==> src/pdc_pkg.sv <==
`timescale 1ns / 1ps
package pdc_pkg;
  localparam int unsigned NODE_W = 16;
  localparam int unsigned SEQ_W = 32;
  localparam int unsigned TIME_W = 32;
  localparam logic [31:0] EXPIRY_RESET = 32'd300000;

  typedef struct packed {
    logic [NODE_W-1:0] node;
    logic [SEQ_W-1:0] seq;
    logic [TIME_W-1:0] stamp;
  } entry_t;

  // Search request held while the cell row turns
  typedef struct packed {
    logic [NODE_W-1:0] node;
    logic [SEQ_W-1:0] seq;
    logic [TIME_W-1:0] now;
  } probe_t;
endpackage

==> src/pdc_cell.sv <==
`timescale 1ns / 1ps
// One position of the rotating slot row: takes its neighbor's entry on shift.
module pdc_cell (
  input  logic clk,
  input  logic rst,
  input  logic shift,
  input  pdc_pkg::entry_t nb_ent,
  input  logic nb_vld,
  input  logic wr,
  input  pdc_pkg::entry_t wr_ent,
  output pdc_pkg::entry_t ent,
  output logic vld
);
  always_ff @(posedge clk) begin
    if (rst) begin
      vld <= 1'b0;
    end else if (shift) begin
      vld <= nb_vld;
    end else if (wr) begin
      vld <= 1'b1;
    end
    if (shift) begin
      ent <= nb_ent;
    end else if (wr) begin
      ent <= wr_ent;
    end
  end
endmodule

==> config.mk <==
export PLATFORM = sky130hd
export DESIGN_NAME = pdc_cell
export DESIGN_NICKNAME = d
export VERILOG_FILES = /design/src/pdc_pkg.sv /design/src/pdc_cell.sv
export SDC_FILE = /design/constraint.sdc
export NUM_CORES = 1
export LEC_CHECK = 0
export ABC_AREA = 1
export BUFFER_PORTS_ARGS = -buffer_cell sky130_fd_sc_hd__buf_2
export CAP_MARGIN = 20
export CORE_UTILIZATION = 35
export DETAILED_ROUTE_END_ITERATION = 8
export GPL_ROUTABILITY_DRIVEN = 0
export PLACE_DENSITY_LB_ADDON = 0.05
export SYNTH_ARGS = -nofsm -noshare
export SYNTH_HDL_FRONTEND = slang
export SYNTH_SLANG_ARGS = --single-unit
==> constraint.sdc <==
create_clock -name clk -period 3.2 [get_ports clk]
set_input_delay 0.96 -clock clk [delete_from_list [all_inputs] [get_ports clk]]
set_output_delay 0.96 -clock clk [all_outputs]
set_load 0.03 [all_outputs]
==> metrics, run 1 <==
Final Critical Period approximately 1.9 ns; die width between 100 and 150 um; most common cell after layout, fill and taps aside buf_2; status complete, no violations; post-CTS resize count 0; Setup-failing EPs final 0; commonest non-fill, non-tap cells in the layout 245 x buf_2, 242 x nand2_1, 80 x edfxtp_1; Gate Count Post-Synth 347; antenna violations before repair 0; antenna cell count 0; crit path cell chain buf_2; synthesized area 3503 um^2; Worst Hold Class reg2reg; critical path endpoint category output port; grt total ovfl 0; CP Class reg2out; FP Rows 36; dominant cell type by area after synthesis edfxtp_1; clock sink count 81; share of post-route cells with drive strength above 1 44.20%; Clk Latency, worst-skew pair between 0.3 and 0.4 ns; Synth Register Bits 81; Filler Cells Inserted 936; Worst Max-Slew Pin Slew 0.8133 ns; peak supply drop 0.0002259 V; drt pass-1 iters 4; Residual DRC 0; Setup Fix Bufs, Post-CTS 0; P per Cell Area 526.2 nW/um^2; drt wl/cell 12.70 um; io pins about 250; CTS Hold Bufs 0; pin count of the biggest net entering global routing 82; startpoint types flip-flop; Rel. slew slack 45.78%; Slowest Stage Delay on Critical Path 0.37 ns; TritonCTS clock tree yes; Initial Utilization 36.01%; sequential-to-total area share from yosys stat slightly below 70%; CP bufs+invs 1; via count 3113; die area 10410 um^2; post-synthesis mux area share 0%; XOR/XNOR Fraction of Synth Area 0%; Root Driver clkbuf_8; Final #Nets about 760; Clock Path Buffers 2; final slew viol count 0; Max H-tree Level 3; R2R setup slack 2.66 ns; max-cap viol count 0; Cell variety after synth 8; Buffers on Ports 245; unrepaired setup endpoints after global routing no; CP arrival 0.91 ns; Largest delay share family, worst path flip-flops; Synth warnings 0; Post-Synth Simple-Gate Area 26.25%; TNS Setup 0 ns; top cells by area, synth edfxtp_1 69%, nand2_1 26%, buf_6 2.9%; Adder-Cell Fraction of Synth Area 0%; drt total wl between 9 and 10 mm; Setup Skew 0 ns; pre-CTS setup slack around 1.0 ns; Max Fclk 535.2 MHz; Required @ worst endpoint 2.24 ns; largest family of logic cells by synthesized area simple AND/OR/NAND/NOR gates; gr usage total between 10% and 20%; CTS clk-pin slew, worst paths 0.08 ns; Synth Net Count 512; ANT nets after route 0; syn_area_per_cell 10.10 um^2; top-area cell type share of the netlist area between 60 and 70%; CTS Buf Count 9; Slowest-stage cell, CP edfxtp_1; Die Ht 102.0 um; DR vias/cell 4.276; First DRT Iteration DRCs 107; CP Max Fanout 1; Final Hold Fails 0; core area 9729 um^2; Area growth, synth to finish 42.25%; vias in the first global route 2750; area fraction in compound gates after synthesis 0%; Leakage 2.662 nW; first-pass GRT wire length 13.41 mm; Placed Instances 712; period utilization roughly 58%; Detailed Place HPWL 6.713 mm; Cell Count, Final, Fillers Out 728; worst setup margin 1.332 ns
[per-stage QoR]
step | area (um^2) | total power [mW] | util (%) | hold WS (ns)
after floorplan | 3506 | 1.720 | - | 0.6026
after global placement | 4805 | 1.945 | 49.38 | 0.4501
after detailed placement | 4805 | 1.948 | 49.38 | 0.4598
after CTS | 4984 | 2.663 | 51.22 | 0.4792
after global routing | 4984 | 2.747 | 51.22 | 0.5140
final | 4984 | 2.623 | 51.22 | 0.4709
[cell families after synthesis]
kind of cell           count (synthesis)
DFF                                   81
buffers and inverters                 21
and+or+nand+nor                      245
[routing by layer]
layer | vias up | routed length (um) | part of all wire (%) | global-route usage (%)
met5 | - | 0 | 0 | 0
met4 | 0 | 225 | 2.4 | 7.912
met3 | 19 | 1063 | 11 | 7.387
met2 | 158 | 4458 | 48 | 28.91
met1 | 1345 | 3499 | 38 | 19.39
li1 | 1591 | - | - | -
[flip-flops by register name, indices dropped and copies added (netlist names)]
| register | cells |
|---|---|
| ent | 80 |
| vld | 1 |
[worst paths after layout]
path | startpoint | to | depth (start not counted)
worst min-delay path | vld$_SDFFE_PP0P_ | vld$_SDFFE_PP0P_ | 2
worst min register to register | vld$_SDFFE_PP0P_ | vld$_SDFFE_PP0P_ | 2
worst max-delay path | ent[16]$_DFFE_PP_ | ent[16] | 1
worst max register to register | vld$_SDFFE_PP0P_ | vld$_SDFFE_PP0P_ | 2
[power breakdown]
| group | internal (mW) | switching (mW) |
|---|---|---|
| registers | 1.30 | 0.0242 |
| clock network | 0.357 | 0.350 |
| logic | 0.187 | 0.406 |
[synthesized netlist by cell type, drive strengths merged]
library cell and instances:
buf 17, dfxtp 1, nor2 2, edfxtp 80, inv 4, nand2 243
[final cells by class]
type / count / area (um^2) / share of cell area (%)
Sequential cell: 81 / 2422 / 48.61
Timing Repair Buffer: 249 / 1269 / 25.46
Multi-Input combinational cell: 245 / 927.1 / 18.60
Tap cell: 133 / 166.4 / 3.339
Clock buffer: 12 / 135.1 / 2.712
Clock inverter: 4 / 43.79 / 0.8787
Inverter: 4 / 20.02 / 0.4017
Note: power is estimated with default switching activity, not from simulation.
==> run 2: changes to the inputs <==
--- a/config.mk
+++ b/config.mk
@@ -5,7 +5,7 @@
 export SDC_FILE = /design/constraint.sdc
 export NUM_CORES = 1
 export LEC_CHECK = 0
-export ABC_AREA = 1
+export ABC_AREA = 0
 export BUFFER_PORTS_ARGS = -buffer_cell sky130_fd_sc_hd__buf_2
 export CAP_MARGIN = 20
 export CORE_UTILIZATION = 35
==> constraint.sdc (replaced) <==
create_clock -name clk -period 1.9 [get_ports clk]
set_input_delay 0.57 -clock clk [delete_from_list [all_inputs] [get_ports clk]]
set_output_delay 0.57 -clock clk [all_outputs]
set_load 0.03 [all_outputs]
==> run 2 against run 1 <==
Clock power increased by 61%. Power rose by 70%. Non-clock buffer count grew 1. Largest cell class unchanged. Worst setup slack lost 0.92 ns. Final cell count down 22%. Sequential cell count is the same.
==> metrics, run 2 <==
status complete, no violations; Largest delay share family, worst path flip-flops; die width 104.8 um (+2.7%); pin count of the biggest net entering global routing 49 (-40%); Cell variety after synth 10 (+2); first-pass GRT wire length 12.89 mm (-3.9%); Residual DRC 0 (unchanged); CP Max Fanout 1 (unchanged); predominant post-synthesis flop cell edfxtp_1; Filler Cells Inserted 931 (-0.53%); pre-CTS setup slack 0.2558 ns (-0.7696 ns); Final #Nets 591 (-22%); final instance area 5274 um^2 (+5.8%); unrepaired setup endpoints after global routing no; Synth warnings 0 (unchanged); worst setup margin 0.4109 ns (-0.9207 ns); clock sink count 81 (unchanged); core area 10280 um^2 (+5.6%); Setup Skew 0 ns (unchanged); share of post-route cells with drive strength above 1 79.58% (+35 points); Placed Instances 551 (-23%); Setup-failing EPs final 0 (unchanged); CP Class reg2out; Gate Count Post-Synth 174 (-50%); io pins 246 (unchanged); Required @ worst endpoint 1.33 ns (-0.91 ns); vias in the first global route 2552 (-7.2%); Slowest Stage Delay on Critical Path 0.38 ns (about the same); Initial Utilization 35.98% (about the same); Commonest cells post-synth 80 x edfxtp_1, 67 x mux2_4, 13 x mux2_2; period utilization between 70 and 80%; CP arrival 0.92 ns (about the same); Leakage 2.532 nW (-4.9%); TNS Setup 0 ns (unchanged); startpoint types flip-flop; Buffers on Ports 245 (unchanged); gr usage total 15.89% (-1.5 points); area post-placement 5104 um^2 (+6.2%); die area 10980 um^2 (+5.4%); Synth Register Bits 81 (unchanged); dominant cell type by area after synthesis edfxtp_1; drt wl/cell 14.88 um (+17%); Rel. slew slack 82.52% (+37 points); Root Driver clkbuf_8; antenna cell count 0 (unchanged); Max H-tree Level 3 (unchanged); syn_area_per_cell 21.25 um^2 (+110%); most common cell after layout, fill and taps aside buf_2; CTS Hold Bufs 0 (unchanged); multi-input logic area 1182 um^2 (+28%); Clock Path Buffers 2 (unchanged); CTS Buf Count 9 (unchanged); post-CTS resize count 0 (unchanged); commonest non-fill, non-tap cells in the layout 244 x buf_2, 80 x edfxtp_1, 67 x mux2_4; Slowest-stage cell, CP edfxtp_1; CP bufs+invs 1 (unchanged); Largest register FFs 80 (unchanged); ANT nets after route 0 (unchanged); Detailed Place HPWL 6.330 mm (-5.7%); final slew viol count 0 (unchanged); FP Rows 37 (+2.8%); Max Fclk ~670 MHz; peak supply drop 0.0003208 V (+42%); grt total ovfl 0 (unchanged); Die Ht 104.8 um (+2.7%); P per Cell Area 845.3 nW/um^2 (+61%); fraction of registers with async set/reset 0% (unchanged); drt pass-1 iters 4 (unchanged); Cell Count, Final, Fillers Out 567 (-22%); Clk Latency, worst-skew pair 0.34 ns (about the same); Final Critical Period 1.489 ns; critical path endpoint category output port; most numerous cell in the Yosys netlist edfxtp_1; antenna violations before repair 0 (unchanged); Final Hold Fails 0 (unchanged); via count 2504 (-20%); sequential cell area 2422 um^2 (unchanged); max-cap viol count 0 (unchanged); TritonCTS clock tree yes; Worst Max-Slew Pin Slew 0.2622 ns (-0.5511 ns); synthesized area 3697 um^2 (+5.5%); CTS clk-pin slew, worst paths 0.08 ns (about the same); drt total wl 8.438 mm (-8.7%); sequential-to-total area share from yosys stat 65.52% (-3.6 points); Setup Fix Bufs, Post-CTS 0 (unchanged); number of synthesized flops with an enable pin 80 (unchanged); top cells by area, synth edfxtp_1 65%, mux2_4 27%, mux2_2 4.0%; DR vias/cell 4.416 (+3.3%); biggest regs ent (80), vld (1); top-area cell type share of the netlist area 64.97% (-3.6 points); register with the most flip-flops ent; First DRT Iteration DRCs 96 (-10%); Worst Hold Class in2reg; Synth Net Count 339 (-34%); Area growth, synth to finish 42.64%; crit path cell chain buf_2
## run 2: power breakdown
part | internal [mW] | total (mW) | switching [mW]
Clock | 0.551 | 1.14 | 0.590
Combinational | 0.453 | 1.09 | 0.636
Sequential | 2.19 | 2.23 | 0.0416
Total | 3.19 | 4.46 | 1.27
## run 2: cell type report
cell class / instances / share of cell area [%]
timing repair buffer: 250 / 25.20
tap: 136 / 3.227
multi-input combinational: 84 / 22.42
clock buffer: 16 / 3.227
sequential: 81 / 45.93
## run 2: path summary, 6_finish.rpt
| kind | from | to | slack (ns) | depth (start not counted) |
|---|---|---|---|---|
| worst max-delay path | ent[72]$_DFFE_PP_ | ent[72] | 0.41 | 1 |
| worst min register to register | vld$_SDFFE_PP0P_ | vld$_SDFFE_PP0P_ | 0.56 | 2 |
| worst min-delay path | rst | vld$_SDFFE_PP0P_ | 0.38 | 2 |
| worst max register to register | vld$_SDFFE_PP0P_ | vld$_SDFFE_PP0P_ | 1.15 | 2 |
## run 2: kinds of logic (layout without fill, tap and decap cells)
| logic type | after synthesis | after routing | share of synthesized area, % |
|---|---|---|---|
| and+or+nand+nor | 4 | 4 | 0.7446 |
| buffers and inverters | 9 | 266 | 2.572 |
| muxes | 80 | 80 | 31.17 |
| DFF | 81 | 81 | 65.52 |
## run 2: metrics by stage
step	utilization (%)	hold WS (ns)	total power, mW
after floorplan	-	0.6397	2.978
after global placement	49.66	0.5391	3.365
final	51.31	0.3842	4.458
after global routing	51.31	0.3659	4.654
after CTS	51.31	0.3544	4.527
after detailed placement	49.66	0.5557	3.371
## run 2: metal layers
metal	track usage, %	share of wire, %	vias up
li1	-	-	1184
met1	17.80	38	1155
met2	26.73	50	148
met3	5.739	9.3	17
met4	7.847	2.5	0
met5	0	0	-
==> run 3: changes to the inputs <==
==> constraint.sdc (replaced) <==
create_clock -name clk -period 1.37 [get_ports clk]
set_input_delay 0.411 -clock clk [delete_from_list [all_inputs] [get_ports clk]]
set_output_delay 0.411 -clock clk [all_outputs]
set_load 0.03 [all_outputs]
==> run 3 against run 2 <==
Register-to-register slack worse by 0.50 ns. Hold slack got worse by 0.16 ns. Largest cell class unchanged. Sequential power is 39% higher. Final cell count increased by 0.71%. Largest power group unchanged. Sequential share of layout area is 0.54 points lower. Utilization rose by 0.61 points. Design area increased by 1.2%. Combinational power rose by 41%. Global-route usage about the same.
==> metrics, run 3 (same netlist as run 2, synthesis figures left out) <==
status complete, no violations; Clk Latency, worst-skew pair 0.34 ns (about the same); worst r2r dst vld$_SDFFE_PP0P_; Leakage 2.561 nW (+1.2%); peak supply drop 0.0006260 V (+95%); ANT nets after route 0 (unchanged); first-pass GRT wire length 12.99 mm (+0.74%); Slowest Stage Delay on Critical Path 0.42 ns (+0.04 ns); FP Rows 37 (unchanged); CTS Buf Count 9 (unchanged); crit path cell chain buf_6; Detailed Place HPWL 6.674 mm (+5.4%); area post-placement 5126 um^2 (+0.44%); antenna violations before repair 1 (+1); startpoint types flip-flop; CP bufs+invs 1 (unchanged); Root Driver clkbuf_8; clock sink count 81 (unchanged); unrepaired setup endpoints after global routing yes; critical path endpoint category output port; Die Ht 104.8 um (unchanged); Slowest-stage cell, CP edfxtp_1; Filler Cells Inserted 925 (-0.64%); Worst Max-Slew Pin Slew 0.2167 ns (-0.04552 ns); commonest non-fill, non-tap cells in the layout 238 x buf_2, 80 x edfxtp_1, 67 x mux2_4; Rel. slew slack 85.44% (+2.9 points); io pins 246 (unchanged); Setup Skew 0 ns (unchanged); DR vias/cell 4.345 (-1.6%); die width 104.8 um (unchanged); post-layout util 51.92% (+0.61 points); Max H-tree Level 3 (unchanged); Buffers on Ports 245 (unchanged); biggest regs ent (80), vld (1); Residual DRC 0 (unchanged); Max Fclk between 700 and 800 MHz; WHS Endpoint vld$_SDFFE_PP0P_; CP arrival 0.93 ns (about the same); Area growth, synth to finish 44.33%; final slew viol count 0 (unchanged); Setup-failing EPs final 0 (unchanged); Required @ worst endpoint 0.96 ns (-0.37 ns); die area 10980 um^2 (unchanged); pin count of the biggest net entering global routing 39 (-20%); First DRT Iteration DRCs 86 (-10%); Worst Hold Class in2reg; core area 10280 um^2 (unchanged); CTS clk-pin slew, worst paths 0.08 ns (about the same); vias in the first global route 2533 (-0.74%); Largest register FFs 80 (unchanged); TritonCTS clock tree yes; R2R setup slack 0.65 ns (-0.50 ns); final instance area 5336 um^2 (+1.2%); Largest delay share family, worst path flip-flops; drt total wl 8.593 mm (+1.8%); CP Max Fanout 1 (unchanged); share of post-route cells with drive strength above 1 79.72% (+0.14 points); register with the most flip-flops ent; via count 2481 (-0.92%); R2R cell count 2 (unchanged); drt wl/cell 15.05 um (+1.1%); Clock Path Buffers 2 (unchanged); Hold Crit Start rst; Final Hold Fails 0 (unchanged); gr usage total 15.91% (+0.018 points); Initial Utilization 35.98% (unchanged); most common cell after layout, fill and taps aside buf_2; Final #Nets 594 (+0.51%); drt pass-1 iters 4 (unchanged); Final Critical Period 1.341 ns; max-cap viol count 0 (unchanged); CP Class reg2out; grt total ovfl 0 (unchanged); period utilization 97.85%; hold path cells 2 (unchanged); reg2reg start vld$_SDFFE_PP0P_; P per Cell Area 1175 nW/um^2 (+39%)
==> run 3: worst register-to-register path: cells and delay by family, from the launching register on <==
family	cells	cell delay (ns)
flip-flops	1	0.31
AND/OR/NAND/NOR	2	0.30
==> run 3: area by class of cell <==
cell class / count / area (um^2) / share of cell area [%]
Clock buffer: 11 / 131.4 / 2.462
Sequential cell: 81 / 2422 / 45.39
Tap cell: 136 / 170.2 / 3.189
Antenna cell: 1 / 2.502 / 0.04689
Multi-Input combinational cell: 84 / 1182 / 22.16
Timing Repair Buffer: 253 / 1381 / 25.89
Clock inverter: 5 / 46.29 / 0.8675
==> run 3: worst max path at each step <==
stage | start | endpoint | slack [ns] | depth (start not counted)
after global routing | ent[21]$_DFFE_PP_ | ent[21] | -0.02 | 1
after CTS | ent[29]$_DFFE_PP_ | ent[29] | 0.005 | 1
after floorplan | shift | ent[0]$_DFFE_PP_ | -0.33 | 3
final | ent[21]$_DFFE_PP_ | ent[21] | 0.03 | 1
after global placement | shift | ent[33]$_DFFE_PP_ | -0.09 | 3
after detailed placement | shift | ent[55]$_DFFE_PP_ | -0.13 | 3
==> run 3: metrics by stage <==
step / hold WS [ns] / total power [mW] / setup slack (ns) / TNS, ns / instances
after floorplan: 0.4807 / 4.133 / -0.3319 / -26.55 / 174
after global placement: 0.5429 / 4.681 / -0.09226 / -5.205 / 554
after detailed placement: 0.5470 / 4.691 / -0.1270 / -7.759 / 554
after CTS: 0.2048 / 6.340 / 0.004577 / 0 / 570
after global routing: 0.1983 / 6.546 / -0.01618 / -0.02346 / 571
final: 0.2246 / 6.271 / 0.02950 / 0 / 571
==> run 3: power by group <==
part / total, mW / switching (mW) / internal (mW)
registers: 3.10 / 0.0661 / 3.03
logic: 1.54 / 0.886 / 0.652
clock network: 1.63 / 0.810 / 0.823
==> run 3: repair_timing <==
action	in CTS	in global routing
cloned	0	0
endpoints found under the setup margin	2	6
buffers inserted	0	0
resized for setup	4	10
hold buffers	0	0
pin swaps	0	0
==> run 3: layer usage <==
layer | part of all wire [%] | GRT usage (%)
met5 | 0 | 0
met2 | 51 | 27.44
met4 | 3.1 | 8.954
met3 | 9.1 | 5.053
met1 | 36 | 17.25
